$ cat config.mk
export PLATFORM = sky130hd
export DESIGN_NAME = grid_pose_and_wall_map_core
export DESIGN_NICKNAME = d
export VERILOG_FILES = /design/src/rtl/core/gpw_pkg.sv /design/src/rtl/core/gpw_wall_ram.sv /design/src/rtl/core/gpw_ctrl.sv /design/src/rtl/core/grid_pose_and_wall_map_core.sv
export VERILOG_INCLUDE_DIRS = /design/src /design/src/rtl/core
export SDC_FILE = /design/constraint.sdc
export NUM_CORES = 1
export LEC_CHECK = 0
export ABC_AREA = 1
export BUFFER_PORTS_ARGS = -buffer_cell sky130_fd_sc_hd__clkbuf_2
export CAP_MARGIN = 20
export CORE_MARGIN = 10
export CORE_UTILIZATION = 50
export CTS_CLUSTER_SIZE = 28
export DETAILED_ROUTE_END_ITERATION = 8
export GPL_ROUTABILITY_DRIVEN = 1
export PLACE_DENSITY = 0.75
export SLEW_MARGIN = 20
export SYNTH_ARGS = -nofsm -noshare
export SYNTH_HDL_FRONTEND = slang
export SYNTH_HIERARCHICAL = 1
export SYNTH_SLANG_ARGS = --single-unit
$ cat constraint.sdc
create_clock -name clock -period 3.9 [get_ports clock]
set_input_delay 0.585 -clock clock [delete_from_list [all_inputs] [get_ports clock]]
set_output_delay 0.585 -clock clock [all_outputs]
set_load 0.1 [all_outputs]
$ cat src/rtl/core/assert_macros.svh
// Assertion macros used by the core RTL.
`ifndef ASSERT_MACROS_SVH
`define ASSERT_MACROS_SVH
`ifndef SYNTHESIS
// Check a property on every rising edge outside reset.
`define GPW_ASSERT(lbl, clk, rst, prop) \
   lbl: assert property (@(posedge clk) disable iff (rst) prop) \
      else $error("assertion failed");
// Check a property on every rising edge, reset included.
`define GPW_ASSERT_ALWAYS(lbl, clk, prop) \
   lbl: assert property (@(posedge clk) prop) \
      else $error("assertion failed");
`else
`define GPW_ASSERT(lbl, clk, rst, prop)
`define GPW_ASSERT_ALWAYS(lbl, clk, prop)
`endif
`endif

$ cat src/rtl/core/gpw_pkg.sv
package gpw_pkg;

   localparam int SENSOR_W = 10;
   localparam int COORD_W  = 4;
   localparam int WALL_W   = 4;

   // operation codes
   localparam logic [2:0] OP_CLEAR   = 3'd0;
   localparam logic [2:0] OP_RIGHT   = 3'd1;
   localparam logic [2:0] OP_LEFT    = 3'd2;
   localparam logic [2:0] OP_AROUND  = 3'd3;
   localparam logic [2:0] OP_FORWARD = 3'd4;
   localparam logic [2:0] OP_MAP     = 3'd5;
   localparam logic [2:0] OP_READ    = 3'd6;

   // headings
   localparam logic [1:0] DIR_N = 2'd0;
   localparam logic [1:0] DIR_E = 2'd1;
   localparam logic [1:0] DIR_S = 2'd2;
   localparam logic [1:0] DIR_W = 2'd3;

   // heading offsets for turns and side sensors
   localparam logic [1:0] TURN_RIGHT  = 2'd1;
   localparam logic [1:0] TURN_AROUND = 2'd2;
   localparam logic [1:0] TURN_LEFT   = 2'd3;

   // register indexes
   localparam logic CSR_FRONT_THRESHOLD = 1'b0;
   localparam logic CSR_SIDE_THRESHOLD  = 1'b1;

   localparam logic [SENSOR_W-1:0] THRESHOLD_RESET = 10'd500;

   // map update steps: current cell, then neighbors north, east, south, west
   localparam logic [2:0] STEP_CUR = 3'd0;
   localparam logic [2:0] STEP_N   = 3'd1;
   localparam logic [2:0] STEP_E   = 3'd2;
   localparam logic [2:0] STEP_S   = 3'd3;
   localparam logic [2:0] STEP_W   = 3'd4;

   typedef enum logic [2:0] {
      ST_IDLE,
      ST_CLEAR,
      ST_MAP_RD,
      ST_MAP_WR,
      ST_READ_WAIT
   } state_type;

   typedef struct packed {
      logic [2:0]          operation;
      logic [SENSOR_W-1:0] front_reading;
      logic [SENSOR_W-1:0] left_reading;
      logic [SENSOR_W-1:0] right_reading;
      logic [COORD_W-1:0]  query_x;
      logic [COORD_W-1:0]  query_y;
   } req_type;

   typedef struct packed {
      logic [COORD_W-1:0] position_x;
      logic [COORD_W-1:0] position_y;
      logic [1:0]         heading;
      logic [WALL_W-1:0]  cell_walls;
   } rsp_type;

   typedef struct packed {
      logic [SENSOR_W-1:0] front_threshold;
      logic [SENSOR_W-1:0] side_threshold;
   } cfg_type;

   function automatic logic [WALL_W-1:0] wall_bit(input logic [1:0] dir);
      return WALL_W'(1) << dir;
   endfunction

endpackage

$ cat src/rtl/core/gpw_wall_ram.sv
module gpw_wall_ram #(
   parameter int DEPTH = 256
) (
   input  logic                         clock,
   input  logic                         we,
   input  logic [$clog2(DEPTH)-1:0]     addr,
   input  logic [gpw_pkg::WALL_W-1:0]   wdata,
   output logic [gpw_pkg::WALL_W-1:0]   rdata
);

   logic [gpw_pkg::WALL_W-1:0] mem [DEPTH];
   logic [gpw_pkg::WALL_W-1:0] rdata_ff;

   always_ff @(posedge clock) begin
      if (we) begin
         mem[addr] <= wdata;
      end
      rdata_ff <= mem[addr];
   end

   assign rdata = rdata_ff;

endmodule

$ cat src/rtl/core/gpw_ctrl.sv
`include "assert_macros.svh"

module gpw_ctrl #(
   parameter int GRID_SIZE = 16
) (
   input  logic                               clock,
   input  logic                               reset,
   input  logic                               start,
   output logic                               busy,
   input  gpw_pkg::req_type                   req,
   input  gpw_pkg::cfg_type                   cfg,
   output logic                               rsp_valid,
   output gpw_pkg::rsp_type                   rsp,
   output logic                               ram_we,
   output logic [$clog2(GRID_SIZE*GRID_SIZE)-1:0] ram_addr,
   output logic [gpw_pkg::WALL_W-1:0]         ram_wdata,
   input  logic [gpw_pkg::WALL_W-1:0]         ram_rdata
);

   localparam int DEPTH  = GRID_SIZE * GRID_SIZE;
   localparam int ADDR_W = $clog2(DEPTH);
   localparam int POS_W  = $clog2(GRID_SIZE);
   localparam logic [POS_W-1:0]  TOP       = POS_W'(GRID_SIZE - 1);
   localparam logic [ADDR_W-1:0] LAST_ADDR = ADDR_W'(DEPTH - 1);

   function automatic logic [ADDR_W-1:0] cell_addr(input logic [POS_W-1:0] x,
                                                   input logic [POS_W-1:0] y);
      return ADDR_W'(int'(x) * GRID_SIZE + int'(y));
   endfunction

   gpw_pkg::state_type          state_ff, state_in;
   logic [POS_W-1:0]            x_ff, x_in, y_ff, y_in;
   logic [1:0]                  hd_ff, hd_in;
   logic [ADDR_W-1:0]           clr_ff, clr_in;
   logic                        clr_op_ff, clr_op_in;
   logic [2:0]                  step_ff, step_in;
   logic [gpw_pkg::WALL_W-1:0]  walls_ff, walls_in;
   logic [gpw_pkg::WALL_W-1:0]  cur_ff, cur_in;
   logic [ADDR_W-1:0]           addr_ff, addr_in;
   logic [gpw_pkg::WALL_W-1:0]  bits_ff, bits_in;
   logic                        rsp_valid_ff, rsp_valid_in;
   gpw_pkg::rsp_type            rsp_ff, rsp_in;

   logic                        accept;
   logic                        step_en;
   logic [gpw_pkg::WALL_W-1:0]  step_bits;
   logic [ADDR_W-1:0]           step_addr;
   logic [gpw_pkg::WALL_W-1:0]  sensed;
   logic                        query_ok;

   assign busy   = (state_ff != gpw_pkg::ST_IDLE);
   assign accept = start && !busy;

   // absolute walls seen by the sensors at the current heading
   always_comb begin
      sensed = '0;
      if (req.front_reading > cfg.front_threshold) begin
         sensed = sensed | gpw_pkg::wall_bit(hd_ff);
      end
      if (req.right_reading > cfg.side_threshold) begin
         sensed = sensed | gpw_pkg::wall_bit(hd_ff + gpw_pkg::TURN_RIGHT);
      end
      if (req.left_reading > cfg.side_threshold) begin
         sensed = sensed | gpw_pkg::wall_bit(hd_ff + gpw_pkg::TURN_LEFT);
      end
   end

   assign query_ok = (int'(req.query_x) < GRID_SIZE) && (int'(req.query_y) < GRID_SIZE);

   // target of the current map step
   always_comb begin
      step_en   = 1'b0;
      step_bits = '0;
      step_addr = cell_addr(x_ff, y_ff);
      unique case (step_ff)
         gpw_pkg::STEP_CUR: begin
            step_en   = 1'b1;
            step_bits = walls_ff;
         end
         gpw_pkg::STEP_N: begin
            step_en   = walls_ff[gpw_pkg::DIR_N] && (y_ff < TOP);
            step_bits = gpw_pkg::wall_bit(gpw_pkg::DIR_S);
            step_addr = cell_addr(x_ff, y_ff + POS_W'(1));
         end
         gpw_pkg::STEP_E: begin
            step_en   = walls_ff[gpw_pkg::DIR_E] && (x_ff < TOP);
            step_bits = gpw_pkg::wall_bit(gpw_pkg::DIR_W);
            step_addr = cell_addr(x_ff + POS_W'(1), y_ff);
         end
         gpw_pkg::STEP_S: begin
            step_en   = walls_ff[gpw_pkg::DIR_S] && (y_ff != '0);
            step_bits = gpw_pkg::wall_bit(gpw_pkg::DIR_N);
            step_addr = cell_addr(x_ff, y_ff - POS_W'(1));
         end
         gpw_pkg::STEP_W: begin
            step_en   = walls_ff[gpw_pkg::DIR_W] && (x_ff != '0);
            step_bits = gpw_pkg::wall_bit(gpw_pkg::DIR_E);
            step_addr = cell_addr(x_ff - POS_W'(1), y_ff);
         end
         default: begin
            step_en = 1'b0;
         end
      endcase
   end

   always_comb begin
      logic                       emit;
      logic [gpw_pkg::WALL_W-1:0] emit_walls;
      state_in   = state_ff;
      x_in       = x_ff;
      y_in       = y_ff;
      hd_in      = hd_ff;
      clr_in     = clr_ff;
      clr_op_in  = clr_op_ff;
      step_in    = step_ff;
      walls_in   = walls_ff;
      cur_in     = cur_ff;
      addr_in    = addr_ff;
      bits_in    = bits_ff;
      emit       = 1'b0;
      emit_walls = '0;
      ram_we     = 1'b0;
      ram_addr   = addr_ff;
      ram_wdata  = ram_rdata | bits_ff;
      unique case (state_ff)
         gpw_pkg::ST_IDLE: begin
            if (accept) begin
               unique case (req.operation)
                  gpw_pkg::OP_CLEAR: begin
                     x_in      = '0;
                     y_in      = '0;
                     hd_in     = gpw_pkg::DIR_N;
                     clr_in    = '0;
                     clr_op_in = 1'b1;
                     state_in  = gpw_pkg::ST_CLEAR;
                  end
                  gpw_pkg::OP_RIGHT: begin
                     hd_in = hd_ff + gpw_pkg::TURN_RIGHT;
                     emit  = 1'b1;
                  end
                  gpw_pkg::OP_LEFT: begin
                     hd_in = hd_ff + gpw_pkg::TURN_LEFT;
                     emit  = 1'b1;
                  end
                  gpw_pkg::OP_AROUND: begin
                     hd_in = hd_ff + gpw_pkg::TURN_AROUND;
                     emit  = 1'b1;
                  end
                  gpw_pkg::OP_FORWARD: begin
                     unique case (hd_ff)
                        gpw_pkg::DIR_N: if (y_ff < TOP)  y_in = y_ff + POS_W'(1);
                        gpw_pkg::DIR_E: if (x_ff < TOP)  x_in = x_ff + POS_W'(1);
                        gpw_pkg::DIR_S: if (y_ff != '0) y_in = y_ff - POS_W'(1);
                        default:        if (x_ff != '0) x_in = x_ff - POS_W'(1);
                     endcase
                     emit = 1'b1;
                  end
                  gpw_pkg::OP_MAP: begin
                     walls_in = sensed;
                     step_in  = gpw_pkg::STEP_CUR;
                     state_in = gpw_pkg::ST_MAP_RD;
                  end
                  gpw_pkg::OP_READ: begin
                     if (query_ok) begin
                        ram_addr = cell_addr(POS_W'(req.query_x), POS_W'(req.query_y));
                        state_in = gpw_pkg::ST_READ_WAIT;
                     end else begin
                        emit = 1'b1;
                     end
                  end
                  default: begin
                     emit = 1'b1;
                  end
               endcase
            end
         end
         gpw_pkg::ST_CLEAR: begin
            ram_we    = 1'b1;
            ram_addr  = clr_ff;
            ram_wdata = '0;
            clr_in    = clr_ff + ADDR_W'(1);
            if (clr_ff == LAST_ADDR) begin
               state_in  = gpw_pkg::ST_IDLE;
               emit      = clr_op_ff;
               clr_op_in = 1'b0;
            end
         end
         gpw_pkg::ST_MAP_RD: begin
            if (step_en) begin
               ram_addr = step_addr;
               addr_in  = step_addr;
               bits_in  = step_bits;
               state_in = gpw_pkg::ST_MAP_WR;
            end else if (step_ff == gpw_pkg::STEP_W) begin
               emit       = 1'b1;
               emit_walls = cur_ff;
               state_in   = gpw_pkg::ST_IDLE;
            end else begin
               step_in = step_ff + 3'd1;
            end
         end
         gpw_pkg::ST_MAP_WR: begin
            ram_we = 1'b1;
            if (step_ff == gpw_pkg::STEP_CUR) begin
               cur_in = ram_wdata;
            end
            if (step_ff == gpw_pkg::STEP_W) begin
               emit       = 1'b1;
               emit_walls = cur_ff;
               state_in   = gpw_pkg::ST_IDLE;
            end else begin
               step_in  = step_ff + 3'd1;
               state_in = gpw_pkg::ST_MAP_RD;
            end
         end
         gpw_pkg::ST_READ_WAIT: begin
            emit       = 1'b1;
            emit_walls = ram_rdata;
            state_in   = gpw_pkg::ST_IDLE;
         end
         default: begin
            state_in = gpw_pkg::ST_IDLE;
         end
      endcase
      rsp_valid_in      = emit;
      rsp_in.position_x = gpw_pkg::COORD_W'(x_in);
      rsp_in.position_y = gpw_pkg::COORD_W'(y_in);
      rsp_in.heading    = hd_in;
      rsp_in.cell_walls = emit_walls;
   end

   always_ff @(posedge clock) begin
      if (reset) begin
         state_ff     <= gpw_pkg::ST_CLEAR;
         x_ff         <= '0;
         y_ff         <= '0;
         hd_ff        <= gpw_pkg::DIR_N;
         clr_ff       <= '0;
         clr_op_ff    <= 1'b0;
         step_ff      <= gpw_pkg::STEP_CUR;
         rsp_valid_ff <= 1'b0;
      end else begin
         state_ff     <= state_in;
         x_ff         <= x_in;
         y_ff         <= y_in;
         hd_ff        <= hd_in;
         clr_ff       <= clr_in;
         clr_op_ff    <= clr_op_in;
         step_ff      <= step_in;
         rsp_valid_ff <= rsp_valid_in;
      end
   end

   always_ff @(posedge clock) begin
      walls_ff <= walls_in;
      cur_ff   <= cur_in;
      addr_ff  <= addr_in;
      bits_ff  <= bits_in;
      rsp_ff   <= rsp_in;
   end

   assign rsp_valid = rsp_valid_ff;
   assign rsp       = rsp_ff;

   `GPW_ASSERT(a_write_states, clock, reset, ram_we |-> (state_ff == gpw_pkg::ST_CLEAR || state_ff == gpw_pkg::ST_MAP_WR))
   `GPW_ASSERT(a_accept_progress, clock, reset, accept |=> (rsp_valid_ff || busy))
   `GPW_ASSERT(a_step_range, clock, reset, (state_ff == gpw_pkg::ST_MAP_WR) |-> (step_ff <= gpw_pkg::STEP_W))
   `GPW_ASSERT_ALWAYS(a_reset_sweep, clock, $past(reset) |-> (state_ff == gpw_pkg::ST_CLEAR))

endmodule

$ cat src/rtl/core/grid_pose_and_wall_map_core.sv
// Turn, forward and unused codes answer straight from idle; read passes through a wait
// state for the wall memory; map cell does one read-modify-write of the wall memory per
// marked cell (the current cell and up to three neighbors).
// Clear walks the wall memory one entry per cycle.
// Throughput: one request at a time; the next is taken once busy drops.
// Reset (synchronous) runs the same clearing pass of the wall memory.
// The result strobe lasts one cycle; the receiver cannot stall.
module grid_pose_and_wall_map_core #(
   parameter int GRID_SIZE = 16
) (
   input  logic                              clock,
   input  logic                              reset,
   // request channel
   input  logic                              start,
   output logic                              busy,
   input  gpw_pkg::req_type                  req_data,
   // result channel
   output logic                              rsp_valid,
   output gpw_pkg::rsp_type                  rsp_data,
   // register write port
   input  logic                              csr_we,
   input  logic                              csr_index,
   input  logic [gpw_pkg::SENSOR_W-1:0]      csr_wdata
);

   localparam int DEPTH  = GRID_SIZE * GRID_SIZE;
   localparam int ADDR_W = $clog2(DEPTH);

   // threshold registers; the user is to write them only while idle, the block does not enforce it
   gpw_pkg::cfg_type cfg_ff, cfg_in;

   logic                        ram_we;
   logic [ADDR_W-1:0]           ram_addr;
   logic [gpw_pkg::WALL_W-1:0]  ram_wdata;
   logic [gpw_pkg::WALL_W-1:0]  ram_rdata;

   // decode the register index; hold the other register
   always_comb begin
      cfg_in = cfg_ff;
      if (csr_we) begin
         unique case (csr_index)
            gpw_pkg::CSR_FRONT_THRESHOLD: cfg_in.front_threshold = csr_wdata;
            gpw_pkg::CSR_SIDE_THRESHOLD:  cfg_in.side_threshold  = csr_wdata;
            default:                      cfg_in = cfg_ff;
         endcase
      end
   end

   always_ff @(posedge clock) begin
      if (reset) begin
         cfg_ff.front_threshold <= gpw_pkg::THRESHOLD_RESET;
         cfg_ff.side_threshold  <= gpw_pkg::THRESHOLD_RESET;
      end else begin
         cfg_ff <= cfg_in;
      end
   end

   // sequencer: pose registers, clearing sweep and wall read-modify-write
   gpw_ctrl #(
      .GRID_SIZE (GRID_SIZE)
   ) u_ctrl (
      .clock     (clock),
      .reset     (reset),
      .start     (start),
      .busy      (busy),
      .req       (req_data),
      .cfg       (cfg_ff),
      .rsp_valid (rsp_valid),
      .rsp       (rsp_data),
      .ram_we    (ram_we),
      .ram_addr  (ram_addr),
      .ram_wdata (ram_wdata),
      .ram_rdata (ram_rdata)
   );

   // wall map: one entry per cell, indexed x * GRID_SIZE + y
   gpw_wall_ram #(
      .DEPTH (DEPTH)
   ) u_wall_ram (
      .clock (clock),
      .we    (ram_we),
      .addr  (ram_addr),
      .wdata (ram_wdata),
      .rdata (ram_rdata)
   );

endmodule
==> impl_metrics.tcl, run 1 <==
set metrics [dict create \
    layoutNonFillerInstCount 6406 \
    synth_flop_cell "edfxtp_1" \
    synth_most_common_cell "nand2_1" \
    routabilityCongestion 0.910 \
    nNetsFinal 5143 \
    grt_use_total 0.214 \
    maxCapViolations 0 \
    wl_per_cell_um 19.2 \
    crit_fanout 45 \
    synthesis.nets 5050 \
    yosysTopAreaCell "edfxtp_1" \
    postLayoutCellArea_um2 54800 \
    yosysSeqAreaShare 0.672 \
    drt-vias-per-instance 5.48 \
    finalClockSkew_ns 0.0322 \
    grt_max_degree 172 \
    ys_seq_elements 1108 \
    p_per_area_nw_per_um2 450 \
    synth_top_area_share 0.646 \
    cts_sinks 1108 \
    ys_warn_count 6 \
    status "finished, final reports clean" \
    clkTransAtPathRegs_ns 0.06 \
    start_util 0.503 \
    syn_area_um2 48500 \
    yosys-top-cells-count "nand2_1, edfxtp_1, nor2_1" \
    cp-end-kind "flip-flop" \
    dieArea_um2 110000 \
    cts_root_buf "clkbuf_16" \
    coreArea_um2 96600 \
    grt_pass1_wl_um 188000 \
    vias 35100 \
    ant_nets 0 \
    cts_buffer_depth 3 \
    drc 0 \
    vdd_drop_max_mv 0.395 \
    die_x_um 332 \
    power_leakage_nw 23.4 \
    hold_class "input pin to flip-flop" \
    report.final.slew_viol_count 0 \
    postSynthCellCount 4948 \
    drive_above_1_share 0.0942 \
    grt_pass1_vias 33400 \
    layout_worst_path_cycle_share 0.971 \
    routed_wl_um 123000 \
    rsz0062_at_grt "true" \
    drtPass1Iterations 6 \
    hpwl_um 74200 \
    dpl.cell_count 6191 \
    critPathKind "flip-flop to flip-flop" \
    worstSkewPairLatency_ns 0.70 \
    num_io_pins 72 \
    io_buffer_count 71 \
    finalCriticalPeriod_ns 3.79 \
    die-height_um 332 \
    placed_area_um2 51000 \
    fmax_ghz 0.264 \
    setup_viol 0 \
    synth_edf_count 1044 \
    final.setup.tns_ns 0 \
    drtIter0Drc 4413 \
    avgSynthCellArea_um2 9.81 \
    yosysUniqueCellTypes 45 \
    slew-limit-headroom 0.419 \
    async_reset_ff_frac 0 \
    hold_viol_final 0 \
    cts_tree "built" \
    tightest_slew_ns 0.871 \
    gr-total-overflow 0 \
    n_antenna_cell 0 \
    critPathRequiredTime_ns 4.48 \
    cts_buffers 109 \
    h-tree-depth 3 \
    antenna_found_initial 1 \
    start_kind "flip-flop" \
    area_growth_pct 12.9 \
    rows 114 \
    synth_area_leaders "edfxtp_1, nand2_1, nor2_1, dfxtp_1, nand3_1" \
    cp_data_arrival_time_ns 4.37 \
]
cell usage in the layout (no fill, tap or decap), types with 11 or more instances in the layout:
master,synthesis,layout
nand2_1,2568,2567
o21ai_2,7,13
clkinv_2,1,21
a21oi_1,61,61
o21ai_1,66,67
nor2_4,7,11
buf_4,8,103
clkbuf_16,0,115
nand4_1,18,18
o21ai_0,43,36
ha_1,46,46
inv_1,127,122
nor2_1,385,369
nor2_2,10,22
o211ai_1,12,12
clkinv_1,0,15
inv_2,17,14
edfxtp_1,1044,1044
nand3_1,172,172
buf_12,0,41
dfxtp_1,64,62
clkbuf_2,0,73
clkbuf_1,112,28
kinds of logic (layout without fill, tap and decap cells):
| group | Yosys count | after routing | share of synthesized area |
|---|---|---|---|
| simple gates | 3194 | 3194 | 0.257 |
| flops | 1108 | 1108 | 0.672 |
| buf+inv | 388 | 570 | 0.0337 |
| compound gates | 206 | 206 | 0.0235 |
| fa+ha+maj | 46 | 46 | 0.0119 |
| xor+xnor | 6 | 6 | 0.00108 |
stage by stage:
stage / setup slack [ns] / power (mW) / hold slack, ns / utilization
2_1_floorplan: 0.583 / 14.0 / 0.418 / -
3_3_place_gp: -0.243 / 14.5 / 0.442 / 0.528
3_5_place_dp: -0.271 / 14.5 / 0.446 / 0.528
6_report: 0.112 / 24.7 / 0.113 / 0.568
5_1_grt: -0.141 / 25.4 / 0.110 / 0.568
4_1_cts: 0.0119 / 24.7 / 0.0848 / 0.565
final cells by class:
type                    instances  area, um^2
inverters                     147         607
clock inverters                57         588
multi-input cells            3452       14300
clock buffers                 143        2930
repair buffers                223        2110
well taps                    1276        1600
fillers                      7833       41800
flip-flops and latches       1108       32600
layer usage:
layer  track usage  part of all wire
met2         0.349              0.47
met4        0.0742             0.034
met3        0.0389             0.099
met1         0.286              0.40
met5             0                 0
path summary, 6_finish.rpt:
| kind | start | endpoint | slack (ns) | cells past startpoint |
|---|---|---|---|---|
| min | csr_wdata[2] | cfg_ff[2] | 0.11 | 3 |
| max | u_ctrl/y_ff[1] | u_wall_ram/rdata[2] | 0.11 | 24 |
| max reg2reg | u_ctrl/y_ff[1] | u_wall_ram/rdata[2] | 0.11 | 24 |
| min reg2reg | cfg_ff[18] | cfg_ff[18] | 0.46 | 2 |
critical path: stages, from the launching register on:
cell	delay, ns
dfxtp_1	0.43
ha_1	0.24
nand2_1	0.11
nor2_4	0.12
nor2_2	0.06
nor2_4	0.11
nand3_4	0.14
nand4_1	0.14
nand3_1	0.08
nand4_1	0.16
buf_6	0.20
inv_16	0.11
buf_12	0.19
buf_12	0.18
buf_4	0.18
nand2_1	0.05
a21oi_1	0.06
o21ai_1	0.19
nand2_1	0.12
o21ai_0	0.15
nand2_1	0.13
nor2_1	0.11
nor2_1	0.07
nor2_2	0.21
nand2_1	0.08
state kept, by name, indices dropped and copies added, names as in the netlist, 8 cells and up:
signal / count
u_ctrl/rsp: 14
u_wall_ram/mem: 1024
u_ctrl/clr_ff: 8
u_ctrl/addr_ff: 8
cfg_ff: 20
power breakdown:
part / internal (mW) / total [mW] / switching, mW / leakage, nW
combinational: 0.433 / 1.45 / 1.02 / 10.3
clock: 5.90 / 10.4 / 4.45 / 1.71
sequential: 12.9 / 12.9 / 0.0333 / 11.4
total: 19.2 / 24.7 / 5.50 / 23.4
timing repair:
item / CTS / global route
setup buffers: 0 / 11
pin swaps: 0 / 4
resized for setup: 11 / 33
hold buffers: 0 / 0
gates cloned: 0 / 4
endpoints found under the setup margin: 4 / 589
Note: power is estimated with default switching activity, not from simulation.
==> run 2: changes to the inputs <==
--- a/config.mk
+++ b/config.mk
@@ -8,12 +8,12 @@
 export LEC_CHECK = 0
 export ABC_AREA = 1
 export BUFFER_PORTS_ARGS = -buffer_cell sky130_fd_sc_hd__clkbuf_2
-export CAP_MARGIN = 20
 export CORE_MARGIN = 10
 export CORE_UTILIZATION = 50
 export CTS_CLUSTER_SIZE = 28
 export DETAILED_ROUTE_END_ITERATION = 8
 export GPL_ROUTABILITY_DRIVEN = 1
+export HOLD_SLACK_MARGIN = 0.12
 export PLACE_DENSITY = 0.75
 export SLEW_MARGIN = 20
 export SYNTH_ARGS = -nofsm -noshare
==> run 2 against run 1 <==
Design area up 0.11%. Global-route usage about the same. Largest power group unchanged. Utilization up 0.062 points. Clock power about the same. Power about the same. Highest routed layer unchanged. Critical path type unchanged. Clock skew down 0.00060 ns. First-iteration DRC count down 3.0%.
==> impl_metrics.tcl, run 2 (synthesized netlist as in run 1, its figures left out) <==
set metrics [dict create \
    cp-end-kind "flip-flop" \
    num_io_pins 72 \
    drive_above_1_share 0.0940 \
    p_switching_mw 5.50 \
    drc 0 \
    wl_per_cell_um 19.2 \
    gr-total-overflow 0 \
    grt_use_total 0.214 \
    drt-vias-per-instance 5.48 \
    tightest_slew_ns 0.879 \
    drtPass1Iterations 6 \
    internal_power_mw 19.2 \
    layoutNonFillerInstCount 6412 \
    antenna_found_initial 1 \
    start_util 0.503 \
    p_seq_frac 0.522 \
    maxCapViolations 0 \
    dpl.cell_count 6191 \
    crit_top_cell "nand2_1" \
    drtIter0Drc 4280 \
    grt_pass1_vias 33500 \
    critPathKind "flip-flop to flip-flop" \
    power_leakage_nw 23.4 \
    critPathMaxStageDelay_ns 0.43 \
    finish.utilization 0.568 \
    rows 114 \
    finalClockSkew_ns 0.0316 \
    fmax_ghz 0.263 \
    grt_pass1_wl_um 189000 \
    die_x_um 332 \
    cp_top_family "simple AND/OR/NAND/NOR gates" \
    status "finished, final reports clean" \
    worst-path-buf-inv 4 \
    routed_wl_um 123000 \
    hold_class "input pin to flip-flop" \
    die-height_um 332 \
    largest_register_ffs 1024 \
    routabilityCongestion 0.910 \
    report.final.slew_viol_count 0 \
    cts_buffer_depth 3 \
    p_per_area_nw_per_um2 450 \
    cp_data_arrival_time_ns 4.38 \
    placed_area_um2 51000 \
    coreArea_um2 96600 \
    cts_sinks 1108 \
    slew-limit-headroom 0.414 \
    clockPowerShare 0.419 \
    layout_worst_path_cycle_share 0.976 \
    final_common_cell "nand2_1" \
    vdd_drop_max_mv 0.395 \
    io_buffer_count 71 \
    p_comb_frac 0.059 \
    fill_cells 7822 \
    area_growth_pct 13.1 \
    worstSkewPairLatency_ns 0.70 \
    rsz0062_at_grt "true" \
    cts_buffers 109 \
    n_antenna_cell 0 \
    postLayoutCellArea_um2 54900 \
    crit_fanout 21 \
    hpwl_um 74200 \
    grt_max_degree 172 \
    cts_root_buf "clkbuf_16" \
    final.setup.tns_ns 0 \
    nNetsFinal 5149 \
    regMostFlops "u_wall_ram/mem" \
    cts_tree "built" \
    critPathSlowestCell "dfxtp_1" \
    h-tree-depth 3 \
    swShare 0.223 \
    dieArea_um2 110000 \
    ant_nets 0 \
    setup_viol 0 \
    start_kind "flip-flop" \
    hold_viol_final 0 \
    vias 35200 \
    final_cell_mix "nand2_1, edfxtp_1, nor2_1" \
    critPathRequiredTime_ns 4.48 \
    clkTransAtPathRegs_ns 0.06 \
    finalCriticalPeriod_ns 3.81 \
]
==> run 2: cell count changes in the layout (fill, tap and decap cells not counted) <==
cell           change
dlygate4sd3_1      +6
==> run 2: tightest hold or removal path, stage by stage <==
cell,delay [ns]
clkbuf_2,0.11
o21ai_2,0.06
nor2_1,0.07
==> run 2: power by group through the flow <==
stage               logic, mW  clock network, mW  registers, mW
global placement         1.35                  0           13.1
floorplan               0.868                  0           13.1
detailed placement       1.37                  0           13.1
finish                   1.46               10.3           12.9
global route             1.59               10.9           12.9
CTS                      1.39               10.5           12.9
==> run 2: worst paths after layout <==
| kind | from | to | slack (ns) | cells past startpoint |
|---|---|---|---|---|
| setup reg to reg | u_ctrl/y_ff[1] | u_wall_ram/rdata[3] | 0.09 | 25 |
| hold reg to reg | cfg_ff[18] | cfg_ff[18] | 0.46 | 2 |
| setup / recovery | u_ctrl/y_ff[1] | u_wall_ram/rdata[3] | 0.09 | 25 |
| hold / removal | csr_wdata[9] | cfg_ff[9] | 0.16 | 3 |
==> run 2: stage by stage <==
step / worst slack [ns] / power [mW] / hold WS, ns
after floorplan: 0.583 / 14.0 / 0.418
after global placement: -0.243 / 14.5 / 0.442
after detailed placement: -0.271 / 14.5 / 0.446
after CTS: 0.0119 / 24.8 / 0.140
after global routing: -0.141 / 25.4 / 0.145
final: 0.0939 / 24.7 / 0.164
==> run 2: layer usage <==
metal,vias up,routed length (um),global-route usage
met5,-,0,0
met2,1746,58000,0.349
met1,16700,48600,0.287
met3,286,12400,0.0389
met4,0,4300,0.0743
li1,16400,-,-
==> run 2: cell type report <==
cell class / instances / area, um^2 / share of cell area
clock inverter: 57 / 588 / 0.0107
multi-input combinational: 3452 / 14300 / 0.261
clock buffer: 143 / 2930 / 0.0534
sequential: 1108 / 32600 / 0.595
timing repair buffer: 229 / 2170 / 0.0395
tap: 1276 / 1600 / 0.0291
inverter: 147 / 607 / 0.0111
==> run 2: what timing repair did <==
item	4_1_cts	5_1_grt
pin swaps	0	4
endpoints found under the setup margin	4	589
hold buffers	6	0
endpoints found under the hold margin	6	0
setup buffers	0	11
gates cloned	0	4
gates resized for setup	11	33
